==> src/ple_pkg.sv <==
// Shared types and constants for the positional list engine.
// Depends on nothing; every other file imports it.
`default_nettype none

package ple_pkg;

   localparam int CMD_W    = 3;
   localparam int POS_W    = 5;
   localparam int VALUE_W  = 32;
   localparam int STATUS_W = 2;
   localparam int COUNT_W  = 5;

   localparam int CAPACITY_DEF   = 16;
   localparam int DATA_WIDTH_DEF = 32;

   localparam logic [CMD_W-1:0] CMD_APPEND    = 3'd0;
   localparam logic [CMD_W-1:0] CMD_PUSH      = 3'd1;
   localparam logic [CMD_W-1:0] CMD_INSERT    = 3'd2;
   localparam logic [CMD_W-1:0] CMD_POP       = 3'd3;
   localparam logic [CMD_W-1:0] CMD_REMOVE    = 3'd4;
   localparam logic [CMD_W-1:0] CMD_READ      = 3'd5;

   localparam logic [STATUS_W-1:0] ST_OK    = 2'd0;
   localparam logic [STATUS_W-1:0] ST_RANGE = 2'd1;
   localparam logic [STATUS_W-1:0] ST_FULL  = 2'd2;

   // decoded command handed from the controller to the cell row
   typedef struct packed {
      logic                ins;
      logic                rem;
      logic                rd;
      logic [STATUS_W-1:0] status;
   } ple_op_type;

endpackage

`default_nettype wire

==> src/ple_if.sv <==
// Request and response channel interfaces for the positional list engine.
// Depends on ple_pkg for the field widths.
`default_nettype none

interface ple_req_if
   import ple_pkg::*;
();
   logic               valid;
   logic               ready;
   logic [CMD_W-1:0]   cmd;
   logic [POS_W-1:0]   position;
   logic [VALUE_W-1:0] value;

   modport source (output valid, output cmd, output position, output value, input ready);
   modport sink   (input valid, input cmd, input position, input value, output ready);
endinterface

interface ple_rsp_if
   import ple_pkg::*;
();
   logic                valid;
   logic                ready;
   logic [VALUE_W-1:0]  read_value;
   logic [STATUS_W-1:0] status;
   logic [COUNT_W-1:0]  count;

   modport source (output valid, output read_value, output status, output count, input ready);
   modport sink   (input valid, input read_value, input status, input count, output ready);
endinterface

`default_nettype wire

==> src/ple_cell.sv <==
// One slot of the list: holds, loads, or takes its left or right neighbor.
// Depends on ple_pkg for the decoded command struct.
`default_nettype none

module ple_cell
   import ple_pkg::*;
#(
   parameter int DATA_WIDTH = DATA_WIDTH_DEF,
   parameter int SLOT_W     = 4,
   parameter int INDEX      = 0
) (
   input  wire logic                  clock,
   input  wire ple_op_type            op,
   input  wire logic [SLOT_W-1:0]     op_pos,
   input  wire logic [DATA_WIDTH-1:0] load_data,
   input  wire logic [DATA_WIDTH-1:0] left_data,
   input  wire logic [DATA_WIDTH-1:0] right_data,
   output logic      [DATA_WIDTH-1:0] data,
   output logic      [DATA_WIDTH-1:0] rd_data
);

   localparam logic [SLOT_W-1:0] MY_IDX = SLOT_W'(INDEX);

   logic [DATA_WIDTH-1:0] data_ff;
   logic [DATA_WIDTH-1:0] data_in;
   logic                  hit;
   logic                  above;

   assign hit   = (MY_IDX == op_pos);
   assign above = (MY_IDX > op_pos);

   always_comb begin
      data_in = data_ff;
      if (op.ins) begin
         if (above) begin
            data_in = left_data;
         end else if (hit) begin
            data_in = load_data;
         end
      end else if (op.rem) begin
         // close the gap: everything from the removed slot up moves down
         if (above || hit) begin
            data_in = right_data;
         end
      end
   end

   always_ff @(posedge clock) begin
      data_ff <= data_in;
   end

   assign data    = data_ff;
   assign rd_data = (op.rd && hit) ? data_ff : '0;

endmodule

`default_nettype wire

==> src/ple_ctrl.sv <==
// Length register and command decode for the positional list engine.
// Depends on ple_pkg for command, status codes and the op struct.
`default_nettype none

module ple_ctrl
   import ple_pkg::*;
#(
   parameter int CAPACITY = CAPACITY_DEF,
   parameter int LEN_W    = $clog2(CAPACITY + 1),
   parameter int SLOT_W   = $clog2(CAPACITY)
) (
   input  wire logic               clock,
   input  wire logic               reset,
   input  wire logic               fire,
   input  wire logic [CMD_W-1:0]   cmd,
   input  wire logic [POS_W-1:0]   position,
   output ple_op_type              op,
   output logic      [SLOT_W-1:0]  op_pos,
   output logic      [LEN_W-1:0]   len,
   output logic      [LEN_W-1:0]   new_len
);

   localparam int CMP_W = (LEN_W > POS_W) ? LEN_W : POS_W;

   logic [LEN_W-1:0]    len_ff;
   logic [LEN_W-1:0]    len_in;
   logic [CMP_W-1:0]    pos_ext;
   logic [CMP_W-1:0]    len_ext;
   logic [CMP_W-1:0]    sel_pos;
   logic                full;
   logic                empty;
   logic                do_ins;
   logic                do_rem;
   logic                do_rd;
   logic [STATUS_W-1:0] status;

   assign pos_ext = CMP_W'(position);
   assign len_ext = CMP_W'(len_ff);
   assign full    = (len_ff == LEN_W'(CAPACITY));
   assign empty   = (len_ff == '0);

   always_comb begin
      do_ins  = 1'b0;
      do_rem  = 1'b0;
      do_rd   = 1'b0;
      status  = ST_OK;
      sel_pos = '0;
      unique case (cmd)
         CMD_APPEND: begin
            sel_pos = len_ext;
            if (full) status = ST_FULL;
            else      do_ins = 1'b1;
         end
         CMD_PUSH: begin
            if (full) status = ST_FULL;
            else      do_ins = 1'b1;
         end
         CMD_INSERT: begin
            // an empty list takes the item at the front whatever the position
            if (empty) begin
               do_ins = 1'b1;
            end else if (pos_ext > len_ext) begin
               status = ST_RANGE;
            end else if (full) begin
               status = ST_FULL;
            end else begin
               do_ins  = 1'b1;
               sel_pos = pos_ext;
            end
         end
         CMD_POP: begin
            if (empty) status = ST_RANGE;
            else       do_rem = 1'b1;
         end
         CMD_REMOVE: begin
            sel_pos = pos_ext;
            if (pos_ext >= len_ext) status = ST_RANGE;
            else                    do_rem = 1'b1;
         end
         CMD_READ: begin
            sel_pos = pos_ext;
            if (pos_ext >= len_ext) status = ST_RANGE;
            else                    do_rd  = 1'b1;
         end
         default: begin
         end
      endcase
   end

   always_comb begin
      new_len = len_ff;
      if (do_ins)      new_len = len_ff + LEN_W'(1);
      else if (do_rem) new_len = len_ff - LEN_W'(1);
   end

   assign len_in = fire ? new_len : len_ff;

   always_ff @(posedge clock) begin
      if (reset) begin
         len_ff <= '0;
      end else begin
         len_ff <= len_in;
      end
   end

   // a valid position is always below CAPACITY, so the narrowing is safe
   assign op_pos    = SLOT_W'(sel_pos);
   assign op.ins    = do_ins & fire;
   assign op.rem    = do_rem & fire;
   assign op.rd     = do_rd;
   assign op.status = status;
   assign len       = len_ff;

endmodule

`default_nettype wire

==> src/positional_list_engine.sv <==
// Positional list engine: ordered list of up to CAPACITY values in a row of shift cells.
// The response beat is registered and valid in the cycle after the request beat is accepted.
// One command per cycle unless a full response register holds it; every cell shifts, loads or holds in the same cycle.
// A new request is taken while the response register is empty or being drained.
// Reset clears the length and the response valid; slot contents are not cleared.
// Depends on ple_pkg, ple_if, ple_ctrl and ple_cell.
`default_nettype none

module positional_list_engine
   import ple_pkg::*;
#(
   parameter int CAPACITY   = CAPACITY_DEF,
   parameter int DATA_WIDTH = DATA_WIDTH_DEF
) (
   input  wire logic  clock,
   input  wire logic  reset,
   ple_req_if.sink    req_bus,
   ple_rsp_if.source  rsp_bus
);

   localparam int LEN_W  = $clog2(CAPACITY + 1);
   localparam int SLOT_W = $clog2(CAPACITY);

   ple_op_type            op;
   logic [SLOT_W-1:0]     op_pos;
   logic [LEN_W-1:0]      len;
   logic [LEN_W-1:0]      new_len;
   logic                  fire;
   logic [DATA_WIDTH-1:0] load_data;
   logic [DATA_WIDTH-1:0] cell_data [CAPACITY];
   logic [DATA_WIDTH-1:0] cell_rd   [CAPACITY];
   logic [DATA_WIDTH-1:0] rd_any;

   logic                rsp_valid_ff;
   logic                rsp_valid_in;
   logic [VALUE_W-1:0]  read_value_ff;
   logic [VALUE_W-1:0]  read_value_in;
   logic [STATUS_W-1:0] status_ff;
   logic [STATUS_W-1:0] status_in;
   logic [COUNT_W-1:0]  count_ff;
   logic [COUNT_W-1:0]  count_in;

   assign req_bus.ready = !rsp_valid_ff || rsp_bus.ready;
   assign fire          = req_bus.valid && req_bus.ready;
   assign load_data     = DATA_WIDTH'(req_bus.value);

   ple_ctrl #(
      .CAPACITY (CAPACITY),
      .LEN_W    (LEN_W),
      .SLOT_W   (SLOT_W)
   ) u_ctrl (
      .clock    (clock),
      .reset    (reset),
      .fire     (fire),
      .cmd      (req_bus.cmd),
      .position (req_bus.position),
      .op       (op),
      .op_pos   (op_pos),
      .len      (len),
      .new_len  (new_len)
   );

   for (genvar k = 0; k < CAPACITY; k++) begin : g_cell
      // the row ends feed back their own data; the top cell just holds when its right input is selected
      localparam int LEFT  = (k == 0) ? 0 : k - 1;
      localparam int RIGHT = (k == CAPACITY - 1) ? k : k + 1;

      ple_cell #(
         .DATA_WIDTH (DATA_WIDTH),
         .SLOT_W     (SLOT_W),
         .INDEX      (k)
      ) u_cell (
         .clock      (clock),
         .op         (op),
         .op_pos     (op_pos),
         .load_data  (load_data),
         .left_data  (cell_data[LEFT]),
         .right_data (cell_data[RIGHT]),
         .data       (cell_data[k]),
         .rd_data    (cell_rd[k])
      );
   end

   // at most one cell drives a nonzero read word
   always_comb begin
      rd_any = '0;
      for (int k = 0; k < CAPACITY; k++) begin
         rd_any = rd_any | cell_rd[k];
      end
   end

   assign read_value_in = fire ? VALUE_W'(rd_any)    : read_value_ff;
   assign status_in     = fire ? op.status           : status_ff;
   assign count_in      = fire ? COUNT_W'(new_len)   : count_ff;
   assign rsp_valid_in  = fire ? 1'b1 : (rsp_bus.ready ? 1'b0 : rsp_valid_ff);

   always_ff @(posedge clock) begin
      if (reset) begin
         rsp_valid_ff <= 1'b0;
      end else begin
         rsp_valid_ff <= rsp_valid_in;
      end
   end

   always_ff @(posedge clock) begin
      read_value_ff <= read_value_in;
      status_ff     <= status_in;
      count_ff      <= count_in;
   end

   assign rsp_bus.valid      = rsp_valid_ff;
   assign rsp_bus.read_value = read_value_ff;
   assign rsp_bus.status     = status_ff;
   assign rsp_bus.count      = count_ff;

   a_fire_gives_rsp: assert property (@(posedge clock) disable iff (reset)
      fire |=> rsp_valid_ff)
      else $error("accepted request did not produce a response beat");

   a_len_holds: assert property (@(posedge clock) disable iff (reset)
      !fire |=> $stable(len))
      else $error("list length changed without a request beat");

   a_len_bound: assert property (@(posedge clock) disable iff (reset)
      len <= LEN_W'(CAPACITY))
      else $error("list length exceeds capacity");

   a_no_shift_on_error: assert property (@(posedge clock) disable iff (reset)
      (op.status != ST_OK) |-> !(op.ins || op.rem))
      else $error("cell row shifted on a failed command");

endmodule

`default_nettype wire

==> src/flat_wrapper.sv <==
// flat-port wrapper written by rule: the top's interface ports become plain ports
module positional_list_engine_flat import ple_pkg::*;
#(
   parameter int CAPACITY   = CAPACITY_DEF,
   parameter int DATA_WIDTH = DATA_WIDTH_DEF
)
  (clock, reset, req_bus_valid, req_bus_cmd, req_bus_position, req_bus_value, req_bus_ready, rsp_bus_valid, rsp_bus_read_value, rsp_bus_status, rsp_bus_count, rsp_bus_ready);
  ple_req_if req_bus_i ();
  ple_rsp_if rsp_bus_i ();
  input  wire logic clock;
  input  wire logic reset;
  input wire logic [$bits(req_bus_i.valid)-1:0] req_bus_valid;
  input wire logic [$bits(req_bus_i.cmd)-1:0] req_bus_cmd;
  input wire logic [$bits(req_bus_i.position)-1:0] req_bus_position;
  input wire logic [$bits(req_bus_i.value)-1:0] req_bus_value;
  output wire logic [$bits(req_bus_i.ready)-1:0] req_bus_ready;
  output wire logic [$bits(rsp_bus_i.valid)-1:0] rsp_bus_valid;
  output wire logic [$bits(rsp_bus_i.read_value)-1:0] rsp_bus_read_value;
  output wire logic [$bits(rsp_bus_i.status)-1:0] rsp_bus_status;
  output wire logic [$bits(rsp_bus_i.count)-1:0] rsp_bus_count;
  input wire logic [$bits(rsp_bus_i.ready)-1:0] rsp_bus_ready;
  assign req_bus_i.valid = req_bus_valid;
  assign req_bus_i.cmd = req_bus_cmd;
  assign req_bus_i.position = req_bus_position;
  assign req_bus_i.value = req_bus_value;
  assign req_bus_ready = req_bus_i.ready;
  assign rsp_bus_valid = rsp_bus_i.valid;
  assign rsp_bus_read_value = rsp_bus_i.read_value;
  assign rsp_bus_status = rsp_bus_i.status;
  assign rsp_bus_count = rsp_bus_i.count;
  assign rsp_bus_i.ready = rsp_bus_ready;
  positional_list_engine #(.CAPACITY(CAPACITY), .DATA_WIDTH(DATA_WIDTH)) u_core (.clock(clock), .reset(reset), .req_bus(req_bus_i), .rsp_bus(rsp_bus_i));
endmodule
==> config.mk <==
export PLATFORM = sky130hd
export DESIGN_NAME = positional_list_engine_flat
export DESIGN_NICKNAME = d
export VERILOG_FILES = /design/src/ple_pkg.sv /design/src/ple_if.sv /design/src/ple_cell.sv /design/src/ple_ctrl.sv /design/src/positional_list_engine.sv /design/src/flat_wrapper.sv
export SDC_FILE = /design/constraint.sdc
export NUM_CORES = 1
export LEC_CHECK = 0
export ABC_AREA = 1
export BUFFER_PORTS_ARGS = -buffer_cell sky130_fd_sc_hd__buf_2
export CELL_PAD_IN_SITES_DETAIL_PLACEMENT = 1
export CELL_PAD_IN_SITES_GLOBAL_PLACEMENT = 1
export CORE_MARGIN = 1.5
export CORE_UTILIZATION = 41
export DETAILED_ROUTE_END_ITERATION = 7
export HOLD_SLACK_MARGIN = 0.08
export PLACE_DENSITY_LB_ADDON = 0.12
export SLEW_MARGIN = 10
export SYNTH_ARGS = -nofsm -noshare
export SYNTH_HDL_FRONTEND = slang
export SYNTH_HIERARCHICAL = 1
export SYNTH_SLANG_ARGS = --single-unit
==> constraint.sdc <==
create_clock -name clock -period 8.3 [get_ports clock]
set_input_delay 1.66 -clock clock [delete_from_list [all_inputs] [get_ports clock]]
set_output_delay 1.66 -clock clock [all_outputs]
set_load 0.1 [all_outputs]
# Yosys cells after proc, flatten, opt, wreduce, memory -nomap -nowiden
# Index checks and enable logic that the tools add are counted.
[totals]
ff_bits = 557
out_inout_bits = 41
elab_cells = 283
[op_classes]
n_addsub = 2
n_lt_le_gt_ge = 18
n_eq_ne = 37
muxes = 115
n_bitwise = 17
reduce_logical = 73
[op_table]
columns = ["op", "n"]
rows = [
  ["$mux 32", 93],
  ["$or 32x32->32", 15],
  ["$ne 3x3->1 const B", 14],
  ["$reduce_and 3->1", 14],
  ["$reduce_bool 2->1", 18],
  ["$eq 4x4->1 const A", 8],
  ["$gt 4x4->1 const A", 8],
  ["$logic_and 1x1->1", 17],
  ["$eq 3x4->1 const A", 4],
  ["$gt 3x4->1 const A", 4],
  ["$logic_or 1x1->1", 16],
  ["$mux 4", 3],
  ["$pmux 4 s3", 1],
  ["$mux 1", 10],
  ["$mux 5", 2],
  ["$eq 2x4->1 const A", 2],
  ["$gt 1x4->1 const A", 2],
  ["$gt 2x4->1 const A", 2],
  ["$pmux 2 s4", 1],
  ["$eq 3x2->1 const B", 2],
  ["$eq 3x3->1 const B", 2],
  ["$mux 2", 3],
  ["$add 5x1->5 const B", 1],
  ["$eq 5x5->1 const B", 1],
  ["other kinds (16)", 19],
]

# Longest topological paths before layout
# Gate-level depths: netlist of the first run.
[depth]
word_depth = 23
ltp_mapped = 22
depth_no_buf = 19

# Hierarchy
# Netlist of the first run, hierarchy kept.
[modules_own_cells]
columns = ["mod", "n_inst", "cells_each", "area_each_um2"]
rows = [
  ["positional_list_engine", 1, 525, 3014.1],
  ["ple_cell (u_core.g_cell[15].u_cell)", 1, 345, 2411.1],
  ["ple_cell (u_core.g_cell[12].u_cell)", 1, 349, 2383.5],
  ["ple_cell (u_core.g_cell[14].u_cell)", 1, 353, 2366.0],
  ["ple_cell (u_core.g_cell[1].u_cell)", 1, 349, 2353.5],
  ["ple_cell (u_core.g_cell[11].u_cell)", 1, 351, 2352.3],
  ["ple_cell (u_core.g_cell[3].u_cell)", 1, 345, 2328.5],
  ["ple_cell (u_core.g_cell[5].u_cell)", 1, 350, 2323.5],
  ["ple_cell (u_core.g_cell[8].u_cell)", 1, 345, 2309.7],
  ["ple_cell (u_core.g_cell[2].u_cell)", 1, 347, 2293.4],
  ["ple_cell (u_core.g_cell[9].u_cell)", 1, 346, 2280.9],
  ["ple_cell (u_core.g_cell[7].u_cell)", 1, 350, 2273.4],
  ["ple_cell (u_core.g_cell[10].u_cell)", 1, 350, 2272.2],
  ["ple_cell (u_core.g_cell[6].u_cell)", 1, 350, 2265.9],
  ["+4 rows", "n/a", "n/a", "n/a"],
]

# Worst setup path before layout of the first run
# OpenSTA, ideal clock, no wires.
[synth_timing]
kind = "in2reg"
startpoint = "input port req_bus_valid"
endpoint = "register u_core.g_cell[2].u_cell.data_ff[0] (enable)"
setup_ns = 0.432
arrival_time_ns = 6.875
required_time_ns = 7.868
slack_ns = 0.993
cell_stages = 7
n_path_buf = 1
path_cell_list = "inv_1 -> a21oi_1 -> inv_1 -> nor2_1 -> buf_2 -> o21ai_0 -> a21oi_1"
[synth_lines]
columns = ["item", "line", "source"]
rows = [
  ["from (decl)", "flat_wrapper.sv:12", "input wire logic [$bits(req_bus_i.valid)-1:0] req_bus_valid;"],
  ["to (signal assigned)", "ple_cell.sv:49", "data_ff <= data_in;"],
  ["to (decl)", "ple_cell.sv:24", "logic [DATA_WIDTH-1:0] data_ff;"],
]

==> flow_summary_export.csv, run 1 <==
group,metric,value,unit
cells_and_area,mostFrequentLayoutCells,"1725 x nand2_1, 1582 x inv_1, 785 x nand3_1",
timing,timing.fmax,200,MHz
clock_tree,cts.repair_timing.setup_buffer_count,0,
power_and_ir_drop,max-vdd-ir-drop,0.156,mV
clock_tree,cts-htree-levels,3,
floorplan,num_io_pins,85,
grt,grt_max_degree,115,
cells_and_area,area_delta_synth_final,7.81,%
flow_run,max_cap_viol_count,0,
timing,period_minus_slack,4990,ps
floorplan,design.core.area,97100,µm²
floorplan,die_height,317,µm
worst_setup_path,reg2reg_slack,3650,ps
timing,report.final.hold_viol_count,0,
worst_setup_path,critPathSlowestCell,"nand3_4",
timing,final.setup.worst_slack,3310,ps
timing,rsz0062_at_grt,"no",
synth,synth_top_cell_by_area,"edfxtp_1",
drt,postRouteAntennaNets,0,
drt,vias_per_cell,5.00,
power_and_ir_drop,swShare,31.6,%
timing,slew_headroom,14.4,%
worst_setup_path,timing.critical_path.from_type,"primary input",
power_and_ir_drop,power.net_switching,2.59,mW
clock_tree,clkSlewWorstSetupHoldPaths,60,ps
synth,netlist.area_leader.share,41.0,%
worst_setup_path,critical_path.max_fanout,88,
power_and_ir_drop,total_leakage_power,24.4,nW
power_and_ir_drop,power_density,188,nW/µm²
worst_setup_path,timing.critical_path.slowest_cell_delay,550,ps
clock_tree,cts-root-to-sink-buffers,3,
synth,synth_seq_area_share,41.3,%
worst_setup_path,critPathCaptureType,"register",
cells_and_area,nNetsFinal,6068,
drt,drt_wl_total,144000,µm
drt,residual_drc_count,0,
clock_tree,clock_buffer_count_from_cts,74,
worst_setup_path,critPathTopFamily,"simple AND/OR/NAND/NOR gates",
cells_and_area,final_common_cell,"nand2_1",
synth,synth_async_sr_flop_share,0,%
floorplan,initial_utilization,41.5,%
synth,synth.avg_cell_area,6.62,µm²
worst_setup_path,critical-path-top-cell-by-count,"nand2_1",
cells_and_area,post_route_cells_drive_above_1_share,7.15,%
clock_tree,root_buffer,"clkbuf_16",
worst_setup_path,critPathArrivalTime,5510,ps
synth,netlist_area,40400,µm²
synth,synth-main-ff-cell,"edfxtp_1",
synth,synth_nets,6152,
synth,netlist-cell-type-count,43,
timing,tightest_slew,1280,ps
grt,antenna_violations_before_repair,4,
clock_tree,cts-hold-fix-buffers,0,
clock_tree,cts_tree,"built",
synth,synth_enable_flop_cells,551,
worst_setup_path,timing.critical_path.buf_inv,4,
timing,report.final.setup_viol,0,
power_and_ir_drop,power.share.combinational,17.7,%
clock_tree,clk-insertion-delay-late,650,ps
power_and_ir_drop,share_clk_of_total_power,38.3,%
power_and_ir_drop,internal-power,5.59,mW
min_path,holdCritStartpoint,"u_core/g_cell[14].u_cell/data[18]",
min_path,worst_hold_path.endpoint,"u_core/g_cell[13].u_cell/data[18]",
grt,track_usage,28.7,%
status,outcome,"finished, final reports clean",
synth,syn-instance-count,6100,
drt,drt_first_iter_violations,3019,
timing,post-route-period-util,60.2,%
floorplan,die_w,317,µm
grt,number_of_global_route_vias_before_repair,36900,
clock_tree,cts_num_sinks,557,
floorplan,placementRows,114,
synth,synth-seq-cells,557,
worst_setup_path,path_class,"in2reg",
power_and_ir_drop,seq_power_share,44.0,%
placement,portBuffers,84,
min_path,min_delay_path_depth,2,
timing,skew,33.9,ps
worst_setup_path,worstPathCellList,"buf_2 > ha_1 > nand2_2 > inv_1 > nand2_1 > nand3_4 > nand2_2 > nand2_2 > o21ai_2 > nand2_1 > o21ai_4 > buf_12 > nand3_4 > inv_2 > nand3_4 > nor2_1 > nor2_1 > nand2_1 > nor2_1 > nand2_1",
drt,wl_per_cell,19.7,µm
drt,vias,36700,
synth,synth-warning-count,6,
cells_and_area,antenna-diode-count,0,
synth,yosys-top-cells-area,"edfxtp_1 41%, nand2_1 16%, inv_1 15%, nand3_1 9.7%, nor2_1 7.1%",
placement,pre_cts_slack,2710,ps
worst_setup_path,worst_r2r_endpoint,"u_core/rsp_bus.read_value[30]",
floorplan,floorplan.die_area,100000,µm²
clock_tree,post_cts_resized,0,
timing,totalNegativeSetupSlack,0,ps
placement,dp_hpwl,101000,µm
timing,max_slew_violation_total_from_the_final_report,0,
drt,detail_route.first_pass.iterations,5,
power_and_ir_drop,design_power_total,8.18,mW
worst_setup_path,reg2regPathDepth,19,
grt,globalRoute.totalOverflow,0,
grt,global_route_wire_length_before_repair,224000,µm
worst_setup_path,critical_path.reg2reg.startpoint,"u_core/u_ctrl/len[2]",
min_path,holdCritPathClass,"reg2reg",
worst_setup_path,critical_path_required_time,8820,ps
placement,gpl.final_weighted_congestion,0.856,
==> metal layers <==
metal	vias up	part of all wire, %	GRT usage, %	routed length [µm]
met5	-	0	0	0
met4	0	1.6	6.05	2290
met3	142	5.2	3.61	7540
met2	844	43	44.7	62200
met1	17700	50	42.7	72400
li1	18000	-	-	-
==> Yosys cell counts (7+ instances only) <==
| cell | number |
|---|---|
| inv_2 | 14 |
| buf_2 | 156 |
| nor2_4 | 17 |
| o21ai_0 | 68 |
| nor2_1 | 758 |
| inv_1 | 1582 |
| buf_6 | 38 |
| nor2_2 | 93 |
| buf_4 | 44 |
| buf_1 | 29 |
| ha_1 | 8 |
| clkbuf_1 | 36 |
| nand3_4 | 7 |
| nand2_4 | 7 |
| a21oi_1 | 14 |
| nand4_1 | 101 |
| edfxtp_1 | 551 |
| nand3_1 | 785 |
| nand2_1 | 1725 |
| nand2_2 | 20 |
==> state kept, by name, indices dropped and copies added, names as in the netlist <==
register / count
u_core/g_cell.u_cell/data: 512
u_core/rsp_bus.read_value: 32
u_core/rsp_bus.status: 2
u_core/rsp_bus.count: 5
u_core/u_ctrl/len: 5
u_core/rsp_bus.valid: 1
==> cells by family after synthesis <==
family | after synthesis | synth area share (%)
AO/OA/AOI/OAI | 100 | 1.40
XOR/XNOR | 6 | 0.130
adder cells (fa/ha/maj) | 8 | 0.248
buffers and inverters | 1903 | 19.4
flip-flops | 557 | 41.3
AND/OR/NAND/NOR | 3526 | 37.6
==> cell type report <==
cell class                 count  area (µm²)
fill                       12800       53600
sequential                   557       16700
multi-input combinational   3640       16000
inverter                    1598        6010
clock buffer                 107        2140
tap                         1276        1600
timing repair buffer         145         953
clock inverter                22         123
==> through the flow <==
stage | instance area [µm²] | util, % | cells | hold slack [ps]
after detailed placement | 41200 | 42.5 | 7216 | 563
after CTS | 43500 | 44.8 | 7345 | 571
final | 43500 | 44.8 | 7345 | 570
after global routing | 43500 | 44.8 | 7345 | 596
after global placement | 41200 | 42.5 | 7216 | 535
after floorplan | 40400 | - | 6100 | 543
==> power by group through the flow <==
stage               sequential [mW]  clock [mW]  combinational (mW)
finish                         3.60        3.14                1.45
global route                   3.62        3.30                1.61
CTS                            3.60        3.20                1.44
detailed placement             3.65           0                1.43
global placement               3.65           0                1.39
floorplan                      3.67           0               0.932
==> worst max-delay path by stage <==
stage                        start                               to  cells past startpoint  slack, ps
5_1_grt        req_bus_position[4]    u_core/rsp_bus.read_value[11]                     20       3030
6_report       req_bus_position[4]     u_core/rsp_bus.read_value[9]                     20       3310
4_1_cts        req_bus_position[4]     u_core/rsp_bus.read_value[9]                     20       3390
2_1_floorplan        req_bus_valid  u_core/g_cell[2].u_cell/data[0]                      7        990
3_5_place_dp   req_bus_position[4]     u_core/rsp_bus.read_value[9]                     19       2710
3_3_place_gp   req_bus_position[4]     u_core/rsp_bus.read_value[9]                     20       2680
==> tightest hold or removal path: stages, from the launching register on <==
cell and delay, ps:
edfxtp_1 360, nand2_1 60, nand2_1 50
No activity file was read; power rests on OpenSTA's default activity.
==> run 2, diff against run 1 <==
==> constraint.sdc (replaced) <==
create_clock -name clock -period 4 [get_ports clock]
set_input_delay 0.8 -clock clock [delete_from_list [all_inputs] [get_ports clock]]
set_output_delay 0.8 -clock clock [all_outputs]
set_load 0.1 [all_outputs]
==> flow_summary_export.csv, run 2 (same netlist as run 1, synthesis figures left out) <==
group,metric,value,unit
status,outcome,"finished, final reports clean",
worst_setup_path,critical_path.max_fanout,20,
placement,pre_cts_slack,-129,ps
grt,globalRoute.totalOverflow,0,
worst_setup_path,critPathArrivalTime,4180,ps
grt,grt_max_degree,73,
timing,report.final.setup_viol,0,
grt,global_route_wire_length_before_repair,215000,µm
clock_tree,clkSlewWorstSetupHoldPaths,60,ps
timing,period_minus_slack,3810,ps
grt,track_usage,27.1,%
floorplan,placementRows,114,
worst_setup_path,critical_path_required_time,4370,ps
timing,report.final.hold_viol_count,0,
grt,antenna_violations_before_repair,3,
cells_and_area,finish.cell_count_without_fillers,7457,
drt,drt_first_iter_violations,2520,
timing,max_slew_violation_total_from_the_final_report,0,
drt,detail_route.first_pass.iterations,5,
clock_tree,cts-hold-fix-buffers,0,
drt,postRouteAntennaNets,0,
clock_tree,clock_buffer_count_from_cts,74,
cells_and_area,nNetsFinal,6176,
cells_and_area,final_common_cell,"nand2_1",
placement,placedCellCount,7323,
cells_and_area,combined_area_of_the_multi_input_logic_cells,16100,µm²
placement,portBuffers,84,
floorplan,die_height,317,µm
drt,vias,36500,
worst_setup_path,timing.critical_path.from_type,"register",
timing,tightest_slew,1040,ps
worst_setup_path,path_class,"reg2reg",
cells_and_area,filler_cell_count,12700,
cells_and_area,mostFrequentLayoutCells,"1724 x nand2_1, 1581 x inv_1, 785 x nand3_1",
clock_tree,cts-root-to-sink-buffers,3,
timing,final.setup.worst_slack,191,ps
clock_tree,clk-insertion-delay-late,650,ps
cells_and_area,finish.utilization,46.2,%
worst_setup_path,critPathCaptureType,"register",
timing,skew,16.4,ps
power_and_ir_drop,max-vdd-ir-drop,0.264,mV
placement,gpl.final_weighted_congestion,0.837,
timing,post-route-period-util,95.2,%
cells_and_area,seq_area,16700,µm²
cells_and_area,post_route_cells_drive_above_1_share,9.06,%
cells_and_area,largest_register_ffs,512,
floorplan,initial_utilization,41.5,%
timing,rsz0062_at_grt,"no",
timing,slew_headroom,30.6,%
timing,timing.fmax,263,MHz
placement,dp_hpwl,99000,µm
min_path,holdCritPathClass,"in2reg",
clock_tree,root_buffer,"clkbuf_16",
timing,worst_hold_slack,446,ps
cells_and_area,area_delta_synth_final,11.1,%
power_and_ir_drop,total_leakage_power,25.1,nW
clock_tree,cts_tree,"built",
drt,drt_wl_total,136000,µm
drt,vias_per_cell,4.89,
clock_tree,cts_num_sinks,557,
flow_run,max_cap_viol_count,0,
drt,residual_drc_count,0,
floorplan,die_w,317,µm
clock_tree,cts-htree-levels,3,
floorplan,num_io_pins,85,
power_and_ir_drop,power_density,379,nW/µm²
floorplan,design.core.area,97100,µm²
floorplan,floorplan.die_area,100000,µm²
grt,number_of_global_route_vias_before_repair,37300,
timing,totalNegativeSetupSlack,0,ps
drt,wl_per_cell,18.2,µm
[run 2: final timing paths]
path	startpoint	to	slack (ps)	depth (start not counted)
max	u_core/u_ctrl/len[3]	u_core/rsp_bus.read_value[11]	190	19
min	reset	u_core/rsp_bus.valid	450	2
min reg2reg	u_core/rsp_bus.valid	u_core/rsp_bus.valid	540	2
max reg2reg	u_core/u_ctrl/len[3]	u_core/rsp_bus.read_value[11]	190	19
[run 2: what timing repair did]
action | in CTS | in global routing
endpoints found under the hold margin | 0 | 0
resized for setup | 0 | 5
buffers inserted | 0 | 1
setup endpoints to repair | 0 | 6
[run 2: metrics by stage]
step | cell area [µm²] | total power, mW
after CTS | 44800 | 17.2
final | 44800 | 17.0
after global routing | 44800 | 17.7
after detailed placement | 42500 | 10.6
after global placement | 42500 | 10.5
after floorplan | 40500 | 9.55
[run 2: routing by layer]
layer	up-vias	GRT usage (%)	wire length (µm)
met5	-	0	0
met4	0	6.02	2480
met3	160	3.33	5950
met2	721	44.2	61300
met1	17400	38.5	66200
li1	18200	-	-
[run 2: report_power, final]
group | internal, mW | total, mW | leakage, nW | switching, mW
Sequential | 7.08 | 7.44 | 5.18 | 0.359
Clock | 3.68 | 6.47 | 1.09 | 2.79
Combinational | 0.878 | 3.07 | 18.8 | 2.19
Total | 11.6 | 17.0 | 25.1 | 5.34
[run 2: cell type report]
type,count,share of cell area [%]
sequential,557,37.2
multi-input combinational,3640,35.9
inverter,1598,13.4
timing repair buffer,253,4.94
clock buffer,96,4.41
tap,1276,3.56
clock inverter,36,0.636
antenna,1,0.00558
[run 2: worst max-delay path, stage by stage (launching register included)]
cell	delay, ps
dfxtp_1	350
inv_1	300
ha_4	260
nand2_2	90
inv_1	70
nand2_1	100
nand3_4	90
nand2_2	80
nand2_2	80
o21ai_2	210
nand2_1	120
o21ai_4	380
nor2_4	40
nand4_2	340
buf_12	220
nor2_1	50
nor2_1	110
nand2_1	130
nor2_1	400
nand2_1	90
==> run 3, diff against run 2 <==
--- a/config.mk
+++ b/config.mk
@@ -5,13 +5,10 @@
 export SDC_FILE = /design/constraint.sdc
 export NUM_CORES = 1
 export LEC_CHECK = 0
-export ABC_AREA = 1
-export BUFFER_PORTS_ARGS = -buffer_cell sky130_fd_sc_hd__buf_2
-export CELL_PAD_IN_SITES_DETAIL_PLACEMENT = 1
-export CELL_PAD_IN_SITES_GLOBAL_PLACEMENT = 1
 export CORE_MARGIN = 1.5
 export CORE_UTILIZATION = 41
 export DETAILED_ROUTE_END_ITERATION = 7
+export DONT_BUFFER_PORTS = 1
 export HOLD_SLACK_MARGIN = 0.08
 export PLACE_DENSITY_LB_ADDON = 0.12
 export SLEW_MARGIN = 10
==> flow_summary_export.csv, run 3 <==
group,metric,value,unit
drt,residual_drc_count,0,
clock_tree,clkSlewWorstSetupHoldPaths,50,ps
floorplan,initial_utilization,41.4,%
clock_tree,clk-insertion-delay-late,630,ps
floorplan,die_height,296,µm
cells_and_area,mostFrequentLayoutCells,"551 x edfxtp_1, 411 x nor2_1, 392 x nand2_1",
worst_setup_path,critPathArrivalTime,4230,ps
timing,timing.fmax,257,MHz
cells_and_area,finish.utilization,48.1,%
timing,tightest_slew,1180,ps
synth,synth-main-ff-cell,"edfxtp_1",
synth,synth_top_family_by_area,"simple AND/OR/NAND/NOR gates",
clock_tree,cts-hold-fix-buffers,0,
timing,slew_headroom,21.3,%
flow_run,max_cap_viol_count,0,
grt,grt_util_met1,44.8,%
drt,detail_route.first_pass.iterations,6,
floorplan,placementRows,107,
drt,postRouteAntennaNets,0,
synth,synth_enable_flop_cells,551,
floorplan,floorplan.die_area,87700,µm²
placement,pre_cts_slack,-228,ps
synth,synth_async_sr_flop_share,0,%
clock_tree,cts_num_sinks,557,
synth,netlist.area_leader.share,47.0,%
grt,track_usage,32.0,%
timing,max_slew_violation_total_from_the_final_report,0,
drt,vias_per_cell,6.26,
grt,use_met3,5.31,%
power_and_ir_drop,power_density,403,nW/µm²
power_and_ir_drop,total_leakage_power,15.5,nW
worst_setup_path,timing.critical_path.from_type,"register",
synth,yosys-top-cells-count,"551 x edfxtp_1, 416 x nor2_1, 392 x nand2_1",
synth,post_synth_mux_area_share,4.79,%
synth,yosys-top-cells-area,"edfxtp_1 47%, and2_1 5.2%, a31oi_1 4.6%, nor2_1 4.4%, nor3_2 4.3%",
drt,drt_first_iter_violations,3905,
grt,grt_max_degree,91,
grt,antenna_violations_before_repair,2,
synth,synth_top_cell_by_area,"edfxtp_1",
timing,final.setup.worst_slack,102,ps
timing,report.final.hold_viol_count,0,
grt,grt_most_used_layer,"met2",
placement,gpl.final_weighted_congestion,0.950,
worst_setup_path,reg2reg_slack,100,ps
clock_tree,cts-htree-levels,3,
placement,dp_hpwl,89800,µm
synth,synth-warning-count,6,
cells_and_area,filler_cell_count,7969,
floorplan,die_w,296,µm
worst_setup_path,critical_path.max_fanout,27,
synth,synth.avg_cell_area,9.65,µm²
synth,synth-compound-area-share,14.1,%
timing,post-route-period-util,97.4,%
power_and_ir_drop,max-vdd-ir-drop,0.326,mV
grt,global_route_wire_length_before_repair,205000,µm
min_path,holdCritPathClass,"in2reg",
cells_and_area,final_common_cell,"edfxtp_1",
grt,globalRoute.totalOverflow,0,
placement,portBuffers,0,
worst_setup_path,path_class,"reg2reg",
timing,period_minus_slack,3900,ps
clock_tree,root_buffer,"clkbuf_16",
cells_and_area,nNetsFinal,3758,
drt,drt_wl_total,142000,µm
synth,post_synth_and_or_nand_nor_area_fraction,25.8,%
synth,netlist-cell-type-count,90,
synth,synth_seq_area_share,47.3,%
worst_setup_path,critPathCaptureType,"register",
placement,placedCellCount,4777,
timing,skew,21.0,ps
grt,groute.layer.met2.usage,49.8,%
clock_tree,clock_buffer_count_from_cts,70,
cells_and_area,largest_register_ffs,512,
synth,synthAdderAreaFrac,0.284,%
worst_setup_path,critical_path_required_time,4330,ps
placement,placedInstanceArea,38700,µm²
synth,synth_xor_xnor_area_share,0.0995,%
grt,number_of_global_route_vias_before_repair,29000,
cells_and_area,post_route_cells_drive_above_1_share,18.8,%
synth,netlist_area,35200,µm²
synth,yosys.cell_count.top_type,"edfxtp_1",
synth,synth_nets,3700,
clock_tree,cts_tree,"built",
synth,synth-seq-cells,557,
cells_and_area,finish.cell_count_without_fillers,4908,
clock_tree,cts-root-to-sink-buffers,3,
status,outcome,"finished, final reports clean",
cells_and_area,area_delta_synth_final,16.2,%
cells_and_area,final_cell_area,40900,µm²
timing,report.final.setup_viol,0,
drt,vias,30700,
drt,wl_per_cell,29.0,µm
floorplan,num_io_pins,85,
synth,syn-instance-count,3648,
floorplan,design.core.area,85100,µm²
run 3: cell types whose count changed in the layout (fill, tap and decap cells not counted), sizes merged, moves of 45 or more:
cell	change
a21oi	+124
a31oi	+258
and2	+293
and3	+66
buf	+45
inv	-1358
mux2i	+128
nand2	-1360
nand3	-725
nand4	-68
nor2	-452
nor3	+165
nor4	+132
o221ai	+63
run 3: area by class of cell:
class | instances | area (µm²) | share of cell area, %
clock inverter | 39 | 253 | 0.617
multi-input combinational | 2540 | 16300 | 39.8
inverter | 239 | 897 | 2.19
tap | 1144 | 1430 | 3.50
clock buffer | 87 | 1860 | 4.54
sequential | 557 | 16700 | 40.7
timing repair buffer | 298 | 3540 | 8.65
antenna | 4 | 10.0 | 0.0245
run 3: per-stage QoR:
step	power (mW)	TNS (ps)	hold slack, ps
after floorplan	9.25	0	539
after CTS	16.5	0	213
after detailed placement	10.4	-2740	593
after global routing	17.0	-2.45	229
after global placement	10.4	-1610	582
final	16.5	0	248
run 3: worst paths after layout:
path | from | end | depth (start not counted)
worst max-delay path | u_core/u_ctrl/len[4] | u_core/rsp_bus.read_value[0] | 16
worst max register to register | u_core/u_ctrl/len[4] | u_core/rsp_bus.read_value[0] | 16
worst min-delay path | reset | u_core/rsp_bus.valid | 1
worst min register to register | u_core/g_cell[1].u_cell/data[5] | u_core/g_cell[0].u_cell/data[5] | 1
run 3: metal layers:
layer	share of wire (%)	up-vias
met5	0	-
met4	3.4	0
met3	10	291
met2	45	1874
met1	41	15100
li1	-	13400
run 3: what timing repair did:
action	CTS	global route
setup endpoints to repair	0	5
buffers inserted	0	1
resized for setup	0	8
run 3: power breakdown:
| part | internal [mW] | switching [mW] | total, mW | leakage [nW] |
|---|---|---|---|---|
| clock network | 3.43 | 2.69 | 6.11 | 1.04 |
| logic | 0.970 | 1.80 | 2.77 | 9.34 |
| registers | 7.07 | 0.536 | 7.61 | 5.15 |
run 3: kinds of logic (layout without fill, tap and decap cells):
| kind of cell | count (synthesis) | count (layout) |
|---|---|---|
| fa+ha+maj | 8 | 8 |
| buf+inv | 551 | 663 |
| simple gates | 1668 | 1668 |
| xor+xnor | 4 | 4 |
| compound gates | 696 | 696 |
| flops | 557 | 557 |
| other cells | 0 | 4 |
| mux | 164 | 164 |
run 3: critical path, cell delays in order (launching register included):
cell	delay, ps
dfxtp_1	330
inv_1	100
ha_4	290
nand3_2	110
a21oi_4	210
nor2_2	70
nor2_2	170
o41ai_4	100
buf_4	160
a22o_4	300
buf_4	290
and4_2	270
buf_4	170
buf_4	130
and2_1	150
nor4_1	580
nand4_1	170
